$ cat src/dpcd_pkg.sv
// ----------------------------------------------------------------------------
// Defect pixel coordinate decoder package
// Shared types and constants for the record classifier, the record queue and
// the coordinate back end.
// ----------------------------------------------------------------------------
package dpcd_pkg;

  localparam int IDX_W   = 9;
  localparam int COORD_W = 16;
  localparam int BYTE_W  = 8;

  localparam int QUEUE_DEPTH = 2;
  localparam int QPTR_W      = $clog2(QUEUE_DEPTH);
  localparam int QCNT_W      = $clog2(QUEUE_DEPTH + 1);

  typedef enum logic [1:0] {
    OP_START  = 2'd0,
    OP_GROUP1 = 2'd1,
    OP_HEADER = 2'd2,
    OP_GROUP2 = 2'd3
  } opcode_t;

  typedef enum logic [0:0] {
    CFG_ROW_FLIP_BASE  = 1'b0,
    CFG_CROP_ROW_START = 1'b1
  } cfg_index_t;

  localparam logic [BYTE_W-1:0]  HDR_FLAG           = 8'h55;
  localparam logic [COORD_W-1:0] ROW_FLIP_BASE_RST  = 16'd3015;
  localparam logic [COORD_W-1:0] CROP_ROW_START_RST = 16'h01AC;

  typedef struct packed {
    logic [IDX_W-1:0]   index;
    logic [COORD_W-1:0] x;
    logic [COORD_W-1:0] y;
    logic               black;
  } defect_rec_t;

endpackage

$ cat src/dpcd_front.sv
// ----------------------------------------------------------------------------
// Defect pixel coordinate decoder front end
// Accepts operations, tracks the defect count and the black group enable,
// unpacks record bytes and pushes kept records into the queue.
// ----------------------------------------------------------------------------
module dpcd_front #(
  parameter int MAX_DEFECTS = 287
) (
  input  logic                         clk,
  input  logic                         rst_n,
  input  logic                         in_valid,
  output logic                         in_stall,
  input  logic [1:0]                   in_opcode,
  input  logic [dpcd_pkg::BYTE_W-1:0]  in_record_byte0,
  input  logic [dpcd_pkg::BYTE_W-1:0]  in_record_byte1,
  input  logic [dpcd_pkg::BYTE_W-1:0]  in_record_byte2,
  input  logic [dpcd_pkg::BYTE_W-1:0]  in_record_byte3,
  input  logic                         q_full,
  output logic                         q_push,
  output dpcd_pkg::defect_rec_t        q_rec
);

  localparam int CNT_W = $clog2(MAX_DEFECTS + 1);
  localparam logic [CNT_W-1:0] CNT_MAX = CNT_W'(MAX_DEFECTS);

  logic [CNT_W-1:0] count_r;
  logic [CNT_W-1:0] count_nxt;
  logic             black_en_r;
  logic             black_en_nxt;

  logic                         accept;
  logic                         is_rec;
  logic                         black;
  logic                         keep;
  logic [dpcd_pkg::COORD_W-1:0] x;
  logic [dpcd_pkg::COORD_W-1:0] y;
  dpcd_pkg::opcode_t            op;

  assign in_stall = q_full;
  assign accept   = in_valid && !in_stall;
  assign op       = dpcd_pkg::opcode_t'(in_opcode);

  always_comb begin
    is_rec       = 1'b0;
    black        = 1'b0;
    x            = '0;
    y            = '0;
    count_nxt    = count_r;
    black_en_nxt = black_en_r;
    unique case (op)
      dpcd_pkg::OP_START: begin
        count_nxt    = '0;
        black_en_nxt = 1'b0;
      end
      dpcd_pkg::OP_HEADER: begin
        black_en_nxt = (in_record_byte0 == dpcd_pkg::HDR_FLAG);
      end
      dpcd_pkg::OP_GROUP1: begin
        is_rec = 1'b1;
        y      = {in_record_byte0, in_record_byte1};
        x      = {in_record_byte2, in_record_byte3};
      end
      dpcd_pkg::OP_GROUP2: begin
        is_rec = black_en_r;
        black  = 1'b1;
        x      = {4'b0, in_record_byte0[7:4], in_record_byte1};
        y      = {4'b0, in_record_byte0[3:0], in_record_byte2};
      end
      default: begin
        is_rec = 1'b0;
      end
    endcase
    keep = is_rec && ((x | y) != '0) && (count_r < CNT_MAX);
    if (keep) begin
      count_nxt = count_r + CNT_W'(1);
    end
  end

  assign q_push      = accept && keep;
  assign q_rec.index = dpcd_pkg::IDX_W'(count_r);
  assign q_rec.x     = x;
  assign q_rec.y     = y;
  assign q_rec.black = black;

  always_ff @(posedge clk) begin
    if (!rst_n) begin
      count_r    <= '0;
      black_en_r <= 1'b0;
    end else if (accept) begin
      count_r    <= count_nxt;
      black_en_r <= black_en_nxt;
    end
  end

endmodule

$ cat src/dpcd_queue.sv
// ----------------------------------------------------------------------------
// Defect pixel coordinate decoder record queue
// Short first-in first-out buffer between the front end and the back end.
// ----------------------------------------------------------------------------
module dpcd_queue (
  input  logic                  clk,
  input  logic                  rst_n,
  input  logic                  push,
  input  dpcd_pkg::defect_rec_t rec_in,
  output logic                  full,
  input  logic                  pop,
  output logic                  empty,
  output dpcd_pkg::defect_rec_t rec_out
);

  dpcd_pkg::defect_rec_t             slot_r [dpcd_pkg::QUEUE_DEPTH];
  logic [dpcd_pkg::QPTR_W-1:0]       wr_ptr_r;
  logic [dpcd_pkg::QPTR_W-1:0]       rd_ptr_r;
  logic [dpcd_pkg::QCNT_W-1:0]       cnt_r;
  logic [dpcd_pkg::QCNT_W-1:0]       cnt_nxt;

  assign full    = (cnt_r == dpcd_pkg::QCNT_W'(dpcd_pkg::QUEUE_DEPTH));
  assign empty   = (cnt_r == '0);
  assign rec_out = slot_r[rd_ptr_r];

  always_comb begin
    cnt_nxt = cnt_r;
    if (push && !pop) begin
      cnt_nxt = cnt_r + dpcd_pkg::QCNT_W'(1);
    end else if (!push && pop) begin
      cnt_nxt = cnt_r - dpcd_pkg::QCNT_W'(1);
    end
  end

  always_ff @(posedge clk) begin
    if (!rst_n) begin
      wr_ptr_r <= '0;
      rd_ptr_r <= '0;
      cnt_r    <= '0;
    end else begin
      cnt_r <= cnt_nxt;
      if (push) begin
        wr_ptr_r <= wr_ptr_r + dpcd_pkg::QPTR_W'(1);
      end
      if (pop) begin
        rd_ptr_r <= rd_ptr_r + dpcd_pkg::QPTR_W'(1);
      end
    end
  end

  always_ff @(posedge clk) begin
    if (push) begin
      slot_r[wr_ptr_r] <= rec_in;
    end
  end

endmodule

$ cat src/dpcd_back.sv
// ----------------------------------------------------------------------------
// Defect pixel coordinate decoder back end
// Pops queued records, computes snapshot, binned and video60 coordinates and
// holds them in the output register until the receiver takes them.
// ----------------------------------------------------------------------------
module dpcd_back (
  input  logic                         clk,
  input  logic                         rst_n,
  input  logic [dpcd_pkg::COORD_W-1:0] row_flip_base,
  input  logic [dpcd_pkg::COORD_W-1:0] crop_row_start,
  input  logic                         q_empty,
  input  dpcd_pkg::defect_rec_t        q_rec,
  output logic                         q_pop,
  output logic                         out_valid,
  input  logic                         out_stall,
  output logic [dpcd_pkg::IDX_W-1:0]   out_defect_index,
  output logic [dpcd_pkg::COORD_W-1:0] out_snapshot_x,
  output logic [dpcd_pkg::COORD_W-1:0] out_snapshot_y,
  output logic [dpcd_pkg::COORD_W-1:0] out_binned_x,
  output logic [dpcd_pkg::COORD_W-1:0] out_binned_y,
  output logic [dpcd_pkg::COORD_W-1:0] out_video60_y,
  output logic                         out_from_black_group
);

  logic                         valid_r;
  logic                         valid_nxt;
  logic [dpcd_pkg::IDX_W-1:0]   index_r;
  logic [dpcd_pkg::COORD_W-1:0] snap_x_r;
  logic [dpcd_pkg::COORD_W-1:0] snap_y_r;
  logic [dpcd_pkg::COORD_W-1:0] bin_x_r;
  logic [dpcd_pkg::COORD_W-1:0] bin_y_r;
  logic [dpcd_pkg::COORD_W-1:0] v60_y_r;
  logic                         black_r;

  logic [17:0]                  fy;
  logic [17:0]                  row;
  logic [17:0]                  row_adj;
  logic [18:0]                  d;
  logic [18:0]                  d_adj;
  logic [dpcd_pkg::COORD_W-1:0] rem16;
  logic [dpcd_pkg::COORD_W-1:0] bin_x;
  logic [dpcd_pkg::COORD_W-1:0] bin_y;
  logic [dpcd_pkg::COORD_W-1:0] v60_y;

  // Signed values are kept in two's complement; the top bit is the sign.
  always_comb begin
    fy      = {2'b0, row_flip_base} - {2'b0, q_rec.y};
    row     = q_rec.black ? {2'b0, q_rec.y} : fy;
    row_adj = row + {16'b0, {2{row[17]}}};
    d       = {row[17], row} - {3'b0, crop_row_start};
    d_adj   = d + {16'b0, {3{d[18]}}};
    if (!d[0]) begin
      rem16 = '0;
    end else if (d[18]) begin
      rem16 = '1;
    end else begin
      rem16 = dpcd_pkg::COORD_W'(1);
    end
    bin_x = {1'b0, q_rec.x[15:2], q_rec.x[0]};
    bin_y = {row_adj[16:2], q_rec.y[0]};
    v60_y = {d_adj[17:3], 1'b0} + rem16;
  end

  assign q_pop     = !q_empty && (!valid_r || !out_stall);
  assign valid_nxt = q_pop || (valid_r && out_stall);

  always_ff @(posedge clk) begin
    if (!rst_n) begin
      valid_r <= 1'b0;
    end else begin
      valid_r <= valid_nxt;
    end
  end

  always_ff @(posedge clk) begin
    if (q_pop) begin
      index_r  <= q_rec.index;
      snap_x_r <= q_rec.x;
      snap_y_r <= row[15:0];
      bin_x_r  <= bin_x;
      bin_y_r  <= bin_y;
      v60_y_r  <= v60_y;
      black_r  <= q_rec.black;
    end
  end

  assign out_valid            = valid_r;
  assign out_defect_index     = index_r;
  assign out_snapshot_x       = snap_x_r;
  assign out_snapshot_y       = snap_y_r;
  assign out_binned_x         = bin_x_r;
  assign out_binned_y         = bin_y_r;
  assign out_video60_y        = v60_y_r;
  assign out_from_black_group = black_r;

endmodule

$ cat src/defect_pixel_coord_decoder_top.sv
// ----------------------------------------------------------------------------
// Defect pixel coordinate decoder
// Turns defect pixel calibration records into per-mode pixel coordinates.
// ----------------------------------------------------------------------------
// The input channel takes one operation per transfer: start, first group
// record, black defect header or second group record. Start and header
// operations only update the internal count and enable. A record that is
// kept yields one transfer on the output channel with its list index and
// its snapshot, binned and video60 coordinates.
// The front end classifies an operation in the cycle of its transfer and
// writes kept records into a two-entry queue; the back end computes the
// coordinates into the output register. out_valid rises once a kept record
// has passed through the queue and the output register, and one operation
// per cycle is sustained while the receiver does not stall.
// When the receiver stalls, the output register holds its result, the queue
// fills, and in_stall rises once both queue entries are occupied.
// Reset clears the count, the black group enable, the queue and the output
// valid, and loads the configuration registers with their default values.
// Configuration writes are always ready and take effect at once.
// ----------------------------------------------------------------------------
module defect_pixel_coord_decoder_top #(
  parameter int MAX_DEFECTS = 287
) (
  input  logic                         clk,
  input  logic                         rst_n,
  input  logic                         in_valid,
  output logic                         in_stall,
  input  logic [1:0]                   in_opcode,
  input  logic [dpcd_pkg::BYTE_W-1:0]  in_record_byte0,
  input  logic [dpcd_pkg::BYTE_W-1:0]  in_record_byte1,
  input  logic [dpcd_pkg::BYTE_W-1:0]  in_record_byte2,
  input  logic [dpcd_pkg::BYTE_W-1:0]  in_record_byte3,
  output logic                         out_valid,
  input  logic                         out_stall,
  output logic [dpcd_pkg::IDX_W-1:0]   out_defect_index,
  output logic [dpcd_pkg::COORD_W-1:0] out_snapshot_x,
  output logic [dpcd_pkg::COORD_W-1:0] out_snapshot_y,
  output logic [dpcd_pkg::COORD_W-1:0] out_binned_x,
  output logic [dpcd_pkg::COORD_W-1:0] out_binned_y,
  output logic [dpcd_pkg::COORD_W-1:0] out_video60_y,
  output logic                         out_from_black_group,
  input  logic                         cfg_valid,
  output logic                         cfg_ready,
  input  logic [0:0]                   cfg_index,
  input  logic [dpcd_pkg::COORD_W-1:0] cfg_data
);

  logic [dpcd_pkg::COORD_W-1:0] row_flip_base_r;
  logic [dpcd_pkg::COORD_W-1:0] crop_row_start_r;

  logic                  q_full;
  logic                  q_push;
  logic                  q_empty;
  logic                  q_pop;
  dpcd_pkg::defect_rec_t q_wr_rec;
  dpcd_pkg::defect_rec_t q_rd_rec;
  dpcd_pkg::cfg_index_t  cfg_sel;

  assign cfg_ready = 1'b1;
  assign cfg_sel   = dpcd_pkg::cfg_index_t'(cfg_index);

  always_ff @(posedge clk) begin
    if (!rst_n) begin
      row_flip_base_r  <= dpcd_pkg::ROW_FLIP_BASE_RST;
      crop_row_start_r <= dpcd_pkg::CROP_ROW_START_RST;
    end else if (cfg_valid && cfg_ready) begin
      unique case (cfg_sel)
        dpcd_pkg::CFG_ROW_FLIP_BASE:  row_flip_base_r  <= cfg_data;
        dpcd_pkg::CFG_CROP_ROW_START: crop_row_start_r <= cfg_data;
        default: begin
          row_flip_base_r <= row_flip_base_r;
        end
      endcase
    end
  end

  dpcd_front #(
    .MAX_DEFECTS (MAX_DEFECTS)
  ) u_front (
    .clk             (clk),
    .rst_n           (rst_n),
    .in_valid        (in_valid),
    .in_stall        (in_stall),
    .in_opcode       (in_opcode),
    .in_record_byte0 (in_record_byte0),
    .in_record_byte1 (in_record_byte1),
    .in_record_byte2 (in_record_byte2),
    .in_record_byte3 (in_record_byte3),
    .q_full          (q_full),
    .q_push          (q_push),
    .q_rec           (q_wr_rec)
  );

  dpcd_queue u_queue (
    .clk     (clk),
    .rst_n   (rst_n),
    .push    (q_push),
    .rec_in  (q_wr_rec),
    .full    (q_full),
    .pop     (q_pop),
    .empty   (q_empty),
    .rec_out (q_rd_rec)
  );

  dpcd_back u_back (
    .clk                  (clk),
    .rst_n                (rst_n),
    .row_flip_base        (row_flip_base_r),
    .crop_row_start       (crop_row_start_r),
    .q_empty              (q_empty),
    .q_rec                (q_rd_rec),
    .q_pop                (q_pop),
    .out_valid            (out_valid),
    .out_stall            (out_stall),
    .out_defect_index     (out_defect_index),
    .out_snapshot_x       (out_snapshot_x),
    .out_snapshot_y       (out_snapshot_y),
    .out_binned_x         (out_binned_x),
    .out_binned_y         (out_binned_y),
    .out_video60_y        (out_video60_y),
    .out_from_black_group (out_from_black_group)
  );

endmodule

$ cat config.mk
export PLATFORM = sky130hd
export DESIGN_NAME = defect_pixel_coord_decoder_top
export DESIGN_NICKNAME = d
export VERILOG_FILES = /design/src/dpcd_pkg.sv /design/src/dpcd_front.sv /design/src/dpcd_queue.sv /design/src/dpcd_back.sv /design/src/defect_pixel_coord_decoder_top.sv
export SDC_FILE = /design/constraint.sdc
export NUM_CORES = 1
export LEC_CHECK = 0
export BUFFER_PORTS_ARGS = -buffer_cell sky130_fd_sc_hd__buf_2
export CAP_MARGIN = 0
export CORE_ASPECT_RATIO = 0.5
export CORE_MARGIN = 4
export CORE_UTILIZATION = 63
export CTS_CLUSTER_SIZE = 10
export DETAILED_ROUTE_END_ITERATION = 6
export PLACE_DENSITY = 0.86
export SYNTH_ARGS = -nofsm -noshare
export SYNTH_HDL_FRONTEND = slang
export SYNTH_HIERARCHICAL = 1
export SYNTH_SLANG_ARGS = --single-unit
$ cat constraint.sdc
create_clock -name clk -period 13.8 [get_ports clk]
set_input_delay 0.69 -clock clk [delete_from_list [all_inputs] [get_ports clk]]
set_output_delay 0.69 -clock clk [all_outputs]
set_load 0.1 [all_outputs]
### Word level (Yosys, flattened, before mapping)

Memories as Yosys holds them, arrays and structs flattened. A register that Yosys moved wholly into a read port is not among the register bits.
Index checks and enable logic that the tools add are counted.

| storage, ports and cells | value |
|---|---|
| output and inout bits | 93 |
| word-level logic and storage cells | 76 |
| register bits after elaboration | 136 |
| memory bits (writable) | 84 |
| memories kept | 1 |

Memories:

| memory | words | bits a word | read ports | clocked after Yosys merged registers in | wr ports | line | RTL |
|---|---|---|---|---|---|---|---|
| u_queue.slot_r | 2 | 42 | 1 | 1 | 1 | dpcd_queue.sv:16 | `dpcd_pkg::defect_rec_t slot_r [dpcd_pkg::QUEUE_DEPTH];` |

| cells by class | value |
|---|---|
| reductions and logical operators | 26 |
| add/subtract/negate cells | 10 |
| eq/ne operators | 5 |
| multiplexer cells | 16 |
| bitwise logic cells | 2 |
| $lt $le $gt $ge | 1 |

Operator list:

| cell | number |
|---|---|
| $pmux 16 s2 | 2 |
| $mux 16 | 2 |
| $sub 18x17->19 | 1 |
| $add 18x3->18 | 1 |
| $mux 18 | 1 |
| $mux 9 | 2 |
| $add 17x2->17 | 1 |
| $sub 16x16->17 | 1 |
| $add 16x16->16 | 1 |
| $or 16x16->16 | 1 |
| $reduce_bool 16->1 | 1 |
| $add 9x1->9 const B | 1 |
| $lt 9x9->1 const B | 1 |
| $eq 8x7->1 const B | 1 |
| $logic_and 1x1->1 | 8 |
| $reduce_and 2->1 | 4 |
| $eq 2x2->1 const B | 3 |
| $logic_not 1->1 | 6 |
| $reduce_bool 2->1 | 3 |
| $mux 1 | 5 |
| $logic_not 2->1 | 2 |
| $mux 2 | 2 |
| $pmux 1 s2 | 2 |
| $add 1x1->1 const B | 2 |
| other kinds (5) | 6 |

### Longest topological paths before layout

Gate-level depths: netlist (run 1).

| depth | value |
|---|---|
| word-level depth | 11 |
| mapped depth | 33 |
| gate-level depth less buffers | 31 |

### Cells and area by module

Netlist (run 1), hierarchy kept.

By module, submodules not included:

| module | sequential area each (µm²) | cells an instance | area an instance (µm²) | times used |
|---|---|---|---|---|
| dpcd_back | 2242.2 | 569 | 5708.0 | 1 |
| dpcd_queue | 2622.5 | 153 | 3241.9 | 1 |
| defect_pixel_coord_decoder_top | 640.6 | 140 | 1336.3 | 1 |
| dpcd_front | 200.2 | 157 | 1123.6 | 1 |

### Least setup slack after synthesis (run 1)

No wires, ideal clock.

| timing path | value |
|---|---|
| path type | register to register |
| start point | register with a tool-made name |
| end point | register u_back.v60_y_r, in the netlist u_back/out_video60_y[14], data pin |
| arrival | 6.943 ns |
| setup time | 0.281 ns |
| clock period less this slack | 7.224 ns |
| setup slack | 6.576 ns |
| path buffers | 2 |
| cell stages (with the launch flop) | 30 |
| cell sequence | dfxtp_1 buf_2 buf_2 mux2_2 inv_1 ha_1 nor2b_1 o21ai_1 a21boi_1 o31ai_1 o211ai_1 and3_1 or4_1 nand3_1 ha_1 a211o_1 or4_4 o21ai_4 nor2_1 nor2_1 ha_1 a21o_1 a21oi_1 o21bai_1 a21oi_1 nor2b_1 o21a_1 o31a_1 o41ai_1 o211ai_1 |

RTL lines:

| what | line | RTL |
|---|---|---|
| to (signal assigned) | dpcd_back.sv:82 | `v60_y_r <= v60_y;` |
| to (decl) | dpcd_back.sv:32 | `logic [dpcd_pkg::COORD_W-1:0] v60_y_r;` |

==> results of run 1 <==
-- final cells by class --
type | instances | area [sq um]
clock inverters | 2 | 35.03
clock buffers | 42 | 668.1
inverters | 78 | 292.8
well taps | 234 | 292.8
repair buffers | 151 | 768.2
multi-input cells | 687 | 5122
fillers | 1242 | 4683
flip-flops and latches | 206 | 5707
-- logic make-up after synthesis --
family | after synthesis | share of synthesized area
DFF | 206 | 0.5001
other | 2 | 0.0006582
muxes | 80 | 0.07545
buffers and inverters | 126 | 0.05275
xor gates and xnor gates | 55 | 0.04222
AOI/OAI and AO/OA | 182 | 0.1179
adders and majority gates | 52 | 0.05900
and+or+nand+nor | 316 | 0.1520
-- layer usage --
| layer | vias to the layer above | wire length (microns) | GRT usage |
|---|---|---|---|
| li1 | 3973 | - | - |
| met1 | 4001 | 11370 | 0.3399 |
| met2 | 348 | 12160 | 0.4183 |
| met3 | 55 | 1756 | 0.04669 |
| met4 | 0 | 516 | 0.06716 |
| met5 | - | 0 | 0 |
-- state kept, by name, indices dropped and copies added, names as in the netlist, named ones only --
| signal | flops |
|---|---|
| u_queue/rd_ptr_r | 1 |
| crop_row_start_r | 16 |
| u_front/count_r | 9 |
| u_queue/wr_ptr_r | 1 |
| u_queue/slot_r | 84 |
| u_back/out_video60_y | 16 |
| u_back/out_defect_index | 9 |
| u_back/out_from_black_group | 1 |
| row_flip_base_r | 16 |
| u_back/out_valid | 1 |
| u_back/out_snapshot_y | 16 |
| u_front/black_en_r | 1 |
| u_back/out_snapshot_x | 16 |
| u_back/out_binned_y | 16 |
| u_queue/cnt_r | 2 |
-- Yosys cell counts, drive strengths merged, types with 5 or more instances --
| cell | count |
|---|---|
| or3 | 9 |
| nand3 | 24 |
| nand3b | 13 |
| o31ai | 5 |
| dfxtp | 48 |
| nor2 | 57 |
| a31oi | 10 |
| nand2b | 7 |
| edfxtp | 158 |
| mux2 | 45 |
| a21boi | 7 |
| o21bai | 8 |
| nand4 | 12 |
| xor2 | 25 |
| nor3 | 14 |
| o211ai | 20 |
| a21oi | 24 |
| nand2 | 72 |
| ha | 49 |
| o21a | 7 |
| o21ai | 50 |
| and3 | 14 |
| mux2i | 35 |
| nor4 | 7 |
| a211oi | 6 |
| inv | 77 |
| nor2b | 34 |
| xnor2 | 30 |
| or4 | 6 |
| nor3b | 8 |
| buf | 42 |
| clkbuf | 6 |
| and2 | 25 |
-- how the worst max path moves through the flow --
stage | end
after floorplan | u_back/out_video60_y[14]
after global placement | u_back/out_video60_y[14]
after detailed placement | u_back/out_video60_y[14]
after CTS | u_back/out_video60_y[14]
after global routing | u_back/out_video60_y[14]
final | u_back/out_video60_y[14]
-- critical path: stages, from the launching register on --
cell,delay (ns)
dfxtp_2,1.01
mux2_2,0.43
inv_1,0.11
ha_1,0.23
nor2b_1,0.13
o21ai_1,0.16
a21boi_1,0.20
o31ai_1,0.38
o211ai_1,0.15
and3_1,0.22
or4_1,0.48
nand3_1,0.25
ha_1,0.36
a211o_1,0.36
or4_4,0.44
o21ai_4,0.27
nor2_1,0.09
nor2_1,0.84
ha_1,0.38
a21o_1,0.16
a21oi_1,0.20
o21bai_1,0.09
a21oi_1,0.21
nor2b_1,0.07
o21a_1,0.19
o31a_1,0.26
o41ai_1,0.54
o211ai_1,0.20
-- through the flow --
stage | cell area [sq um] | instances | utilization | worst slack [ns] | hold WS [ns]
floorplan | 11410 | 1019 | - | 6.576 | 0.4347
global placement | 12180 | 1356 | 0.6934 | 5.501 | 0.4441
detailed placement | 12180 | 1356 | 0.6934 | 5.174 | 0.4486
CTS | 12890 | 1400 | 0.7334 | 5.087 | 0.4291
global route | 12890 | 1400 | 0.7334 | 4.453 | 0.4426
finish | 12890 | 1400 | 0.7334 | 5.089 | 0.4396
-- cell usage in the layout, fill, tap and decap left out, types with 5 or more instances in the layout --
cell type  count
nand4_1       12
nor3b_1        7
clkbuf_1      18
xor2_1        25
clkbuf_16     24
buf_2        146
nand2b_1       6
o211ai_2       6
nor2_1        56
nand3_1       23
and3_1        14
mux2_2        44
and2_1        24
nand2_1       72
mux2i_1       35
nor4_1         5
xnor2_1       30
or3_1          9
or4_1          5
dfxtp_1       47
ha_1          49
buf_4          5
o21ai_2        5
o21bai_1       8
a31oi_1       10
edfxtp_1     158
o21ai_0       42
nand3b_1      13
o21a_1         7
a211oi_1       5
a21oi_1       23
a21boi_0       5
nor2b_1       33
nor3_1        13
o211ai_1      13
inv_1         77
==> impl_metrics.toml, run 1 <==
[clock_tree]
worst_setup_hold_path_clk_slew_ns = 0.06
postCtsSetupRepairBufs = 0
clock_tree_from_tritoncts = "done"
clk_path_buf_depth = 3
cts_resized = 0
numCtsBuffers = 24
clock_latency_ns = 0.53
htree_levels = 1
clock-sinks = 206
cts_hold_buf = 0
clock_tree.root_cell = "clkbuf_16"

[synth]
synth_enable_flop_cells = 158
synthTopCellsByArea = "edfxtp_1, dfxtp_1, ha_1, mux2_2, mux2i_1"
netlist.top_cell.by_area = "edfxtp_1"
synth_area_per_cell_sq_um = 11.20
synth_area_sq_mm = 0.01141
ys_ff_latch = 206
count_of_different_cell_masters_after_synthesis = 90
synth_top_area_frac = 0.4158
synthFlopType = "edfxtp_1"
seq_area_frac_synth = 0.5001
ys.warnings.count = 6
synth_cells = 1019
syn-num-nets = 1127
async_flop_share = 0

[grt]
maximum_number_of_pins_on_one_net_before_global_route_repair = 77
gr-usage-all-layers = 0.2493
grt-ovfl-total = 0
global_route_wire_length_before_repair_microns = 40850
first_global_vias = 7961
antenna_found_initial = 0

[routing]
dr_total_vias = 8377
detail_route.iter0.violations = 737
firstDrtPassIters = 7
antenna_violating_nets_post_route = 0
via_per_inst = 5.984
detail_route.wirelength_microns = 25800
detail_route.drc_violations = 0
wire_per_inst_microns = 18.43

[worst_setup_path]
worst-r2r-setup-slack_ns = 5.09
crit-reg2reg-capture = "u_back/out_video60_y[14]"
rr_worst_depth = 27
critical_path.endpoint_type = "flop"
startpoint_type = "flop"
worstSetupPathType = "flop to flop"
timing.critical_path.fanout_max = 42
worst_ep_arrival_time_ns = 8.95
required_ns = 14.04

[finish]
drive_above_1_share = 0.2221
final_nets = 1256
area_growth_pct = 12.94
n_antenna_cell = 0

[sta]
min_period_ns = 8.711
hold_viol_final = 0
period_utilisation_layout = 0.6313
finClkSkew_ns = 0.01376
fmaxAchievable_mhz = 114.8
maxSlewHeadroom = 0.2667
finalSetupViolCount = 0
unrepaired_setup_endpoints_after_global_routing = "false"
final-max-slew-violation-count = 0
finalSetupTns_ns = 0
worst-slew-pin-transition_ns = 1.096

[min_path]
hold-path-endpoint = "crop_row_start_r[1]"
worst_hold_path.num_cells = 3
timing.hold.worst.start = "cfg_data[1]"
holdCritPathClass = "input port to flop"

[die]
initial_core_util = 0.6494
rows = 34
fp.dieArea_sq_mm = 0.02046
die_span_y_microns = 103.2
design.core.area_sq_mm = 0.01757
pin_count = 149
die_width_microns = 198.3

[place]
port_buffers = 146
dp_hpwl_microns = 18050
gp_congestion = 0.9254

[run_status]
status = "finished, final reports clean"

[flow_run]
maxCapViolations = 0
Power of run 1 is left out: the tool's default activity adds up to more than one toggle a clock period on the data nets, which glitch-free logic cannot reach.
==> inputs of run 2 (changes only) <==
Settings changed: CORE_UTILIZATION 63 to 59, PLACE_DENSITY 0.86 to 0.81.
Clock period 13.8 ns to 8.86 ns, I/O delays scaled along.
==> impl_metrics.toml, run 2 (same netlist as run 1, synthesis figures left out) <==
[run_status]
status = "finished, final reports clean"

[sta]
min_period_ns = 7.874
unrepaired_setup_endpoints_after_global_routing = "false"
final-max-slew-violation-count = 0
period_utilisation_layout = 0.8887
worst-slew-pin-transition_ns = 1.080
hold_viol_final = 0
maxSlewHeadroom = 0.2799
finalSetupTns_ns = 0
finalSetupViolCount = 0
finClkSkew_ns = 0.01434
fmaxAchievable_mhz = 127.0

[worst_setup_path]
worst_ep_arrival_time_ns = 8.16
worstSetupPathType = "flop to flop"
timing.critical_path.fanout_max = 24
critical-path-top-cell-by-count = "ha_1"
worst_path_max_delay_cell = "dfxtp_2"
critical_path.endpoint_type = "flop"
slowest_delay_ns = 0.69
required_ns = 9.14
startpoint_type = "flop"

[finish]
final_core_util = 0.6913
n_antenna_cell = 0
largest_register = "u_queue/slot_r"
fillers = 1397
area_growth_pct = 13.29
layout.cells.most_common_list = "edfxtp_1, buf_2, inv_1"
multi_input_comb_area_sq_mm = 0.005122
drive_above_1_share = 0.2232
largest_register_ff_count = 84
most_common_cell_after_layout_fill_and_taps_aside = "edfxtp_1"
final_nets = 1257
area.sequential_sq_mm = 0.005707

[min_path]
holdCritPathClass = "input port to flop"

[die]
pin_count = 149
design.core.area_sq_mm = 0.01870
die_span_y_microns = 106.3
rows = 35
die_width_microns = 204.7
initial_core_util = 0.6102
fp.dieArea_sq_mm = 0.02176

[routing]
detail_route.drc_violations = 0
via_per_inst = 5.833
detail_route.iter0.violations = 645
firstDrtPassIters = 5
wire_per_inst_microns = 18.28
dr_total_vias = 8306
detail_route.wirelength_microns = 26030
antenna_violating_nets_post_route = 0

[grt]
grt-ovfl-total = 0
global_route_wire_length_before_repair_microns = 41220
gr-usage-all-layers = 0.2345
antenna_found_initial = 0
maximum_number_of_pins_on_one_net_before_global_route_repair = 77
first_global_vias = 8073

[clock_tree]
clock_tree_from_tritoncts = "done"
cts_resized = 0
clk_path_buf_depth = 3
htree_levels = 1
cts_hold_buf = 0
worst_setup_hold_path_clk_slew_ns = 0.06
clock_latency_ns = 0.54
numCtsBuffers = 24
postCtsSetupRepairBufs = 0
clock_tree.root_cell = "clkbuf_16"
clock-sinks = 206

[place]
dp_hpwl_microns = 18440
gp_congestion = 0.8890
port_buffers = 146

[flow_run]
maxCapViolations = 0
run 2: routing by layer:
layer / wire (microns) / track usage / vias to the layer above
met2: 12270 / 0.3872 / 305
met5: 0 / 0 / -
met4: 412 / 0.05160 / 0
li1: - / - / 3971
met1: 11740 / 0.3235 / 3984
met3: 1612 / 0.04785 / 46
run 2: stage by stage:
step	setup slack (ns)	instances	instance area, sq um	hold slack (ns)
finish	0.9861	1424	12930	0.1947
global route	0.5520	1424	12930	0.1738
CTS	1.053	1424	12930	0.1796
detailed placement	1.111	1382	12220	0.4534
global placement	1.427	1382	12220	0.4450
floorplan	1.636	1019	11410	0.4347
run 2: path summary, 6_finish.rpt:
path	cells past startpoint	from	endpoint	slack (ns)
max reg2reg	30	flop	u_back/out_video60_y[15]	0.99
min	3	cfg_data[5]	row_flip_base_r[5]	0.19
min reg2reg	2	crop_row_start_r[6]	crop_row_start_r[6]	0.46
max	30	flop	u_back/out_video60_y[15]	0.99
run 2: layout make-up:
class / count / share of cell area
Tap cell: 259 / 0.02507
Timing Repair Buffer: 152 / 0.06001
Clock inverter: 1 / 0.002323
Multi-Input combinational cell: 687 / 0.3963
Inverter: 78 / 0.02265
Sequential cell: 206 / 0.4415
Clock buffer: 41 / 0.05217
run 2: critical path: cells and delay by family, from the launching register on:
kind,cells,cell delay (ns)
multiplexers,1,0.41
flip-flops,1,0.69
AND/OR/NAND/NOR,10,2.27
buffers and inverters,1,0.10
AO/OA/AOI/OAI,12,2.67
adder cells (fa/ha/maj),4,1.22
XOR/XNOR,2,0.23
Power of run 2 is left out for the same reason.
==> inputs of run 3 (changes only) <==
Settings changed: CORE_UTILIZATION 59 to 51, PLACE_DENSITY 0.81 to 0.72.
==> impl_metrics.toml, run 3 (same netlist as run 1, synthesis figures left out) <==
[run_status]
status = "finished, final reports clean"

[sta]
finalSetupTns_ns = 0
unrepaired_setup_endpoints_after_global_routing = "false"
hold_viol_final = 0
final-max-slew-violation-count = 0
period_utilisation_layout = 0.8860
worst-slew-pin-transition_ns = 1.081
finClkSkew_ns = 0.01520
min_period_ns = 7.850
finalSetupViolCount = 0
maxSlewHeadroom = 0.2792
fmaxAchievable_mhz = 127.4

[routing]
dr_total_vias = 8257
antenna_violating_nets_post_route = 0
detail_route.drc_violations = 0
detail_route.iter0.violations = 636
detail_route.wirelength_microns = 26270
firstDrtPassIters = 7
wire_per_inst_microns = 17.92
via_per_inst = 5.632

[grt]
antenna_found_initial = 1
gr-usage-all-layers = 0.2081
use_met3 = 0.04072
global_route_wire_length_before_repair_microns = 41490
maximum_number_of_pins_on_one_net_before_global_route_repair = 55
global_route.usage.met1 = 0.2891
grt-ovfl-total = 0
busiest_layer = "met2"
groute.layer.met2.usage = 0.3409
first_global_vias = 7903

[place]
dp_hpwl_microns = 18950
place.detailed.instances = 1424
gp_congestion = 0.8938
port_buffers = 146
placement.cell_area_sq_mm = 0.01228

[die]
design.core.area_sq_mm = 0.02182
rows = 38
initial_core_util = 0.5228
die_width_microns = 219.5
fp.dieArea_sq_mm = 0.02497
die_span_y_microns = 113.8
pin_count = 149

[min_path]
timing.hold.worst.start = "cfg_data[5]"
holdCritPathClass = "input port to flop"
worst_hold_path.num_cells = 3
hold-path-endpoint = "row_flip_base_r[5]"

[clock_tree]
clk_path_buf_depth = 3
postCtsSetupRepairBufs = 0
numCtsBuffers = 24
cts_resized = 0
cts_hold_buf = 0
clock_tree_from_tritoncts = "done"
clock-sinks = 206
clock_latency_ns = 0.54
htree_levels = 1
clock_tree.root_cell = "clkbuf_16"
worst_setup_hold_path_clk_slew_ns = 0.06

[finish]
drive_above_1_share = 0.2238
area_growth_pct = 13.81
n_antenna_cell = 0
finish.instance_area_sq_mm = 0.01299
most_common_cell_after_layout_fill_and_taps_aside = "edfxtp_1"
largest_register = "u_queue/slot_r"
largest_register_ff_count = 84
final_nets = 1258
layout.cells.most_common_list = "edfxtp_1, buf_2, inv_1"
stdcell_count = 1466

[worst_setup_path]
critical_path.endpoint_type = "flop"
startpoint_type = "flop"
worstSetupPathType = "flop to flop"
slowest_delay_ns = 0.80
worst_ep_arrival_time_ns = 8.13
worst_path_max_delay_cell = "dfxtp_2"
timing.critical_path.fanout_max = 28
worst-r2r-setup-slack_ns = 1.01
critical-path-top-cell-by-count = "ha_1"
rr_worst_depth = 29
crit-reg2reg-capture = "u_back/out_video60_y[15]"
required_ns = 9.14

[flow_run]
maxCapViolations = 0
-- run 3: cell types whose count changed in the layout (fill, tap and decap cells not counted), sizes merged --
cell	before	now
buf	152	153
-- run 3: area by class of cell --
cell class                 instances  area [sq um]
clock inverter                     1         30.03
sequential                       206          5707
clock buffer                      41         674.4
tap                              300         375.4
multi-input combinational        687          5122
fill                            1799          8838
timing repair buffer             153         783.3
inverter                          78         292.8
-- run 3: worst max path at each step --
stage	start	endpoint	slack, ns	cells after the start
6_report	flop	u_back/out_video60_y[15]	1.01	29
5_1_grt	flop	u_back/out_video60_y[15]	0.39	31
4_1_cts	flop	u_back/out_video60_y[15]	0.99	29
3_5_place_dp	flop	u_back/out_video60_y[15]	1.03	29
3_3_place_gp	flop	u_back/out_video60_y[14]	1.19	26
2_1_floorplan	flop	u_back/out_video60_y[14]	1.64	29
-- run 3: layer usage --
metal  up-vias  share of wire
li1       3974              -
met1      3977           0.45
met2       268           0.47
met3        36          0.059
met4         2          0.017
met5         -        0.00049
-- run 3: through the flow --
stage / hold slack (ns) / setup slack, ns / util
finish: 0.1948 / 1.010 / 0.5950
detailed placement: 0.4504 / 1.029 / 0.5627
floorplan: 0.4347 / 1.636 / -
CTS: 0.1772 / 0.9879 / 0.5950
global placement: 0.4448 / 1.186 / 0.5627
global route: 0.1925 / 0.3874 / 0.5950
-- run 3: worst max-delay path: cells and delay by family, from the launching register on --
kind / cells / cell delay, ns
compound gates: 11 / 2.43
simple gates: 9 / 2.08
fa+ha+maj: 4 / 1.22
flops: 1 / 0.80
buf+inv: 2 / 0.43
mux: 1 / 0.38
xor+xnor: 2 / 0.22
Power of run 3 is left out for the same reason.
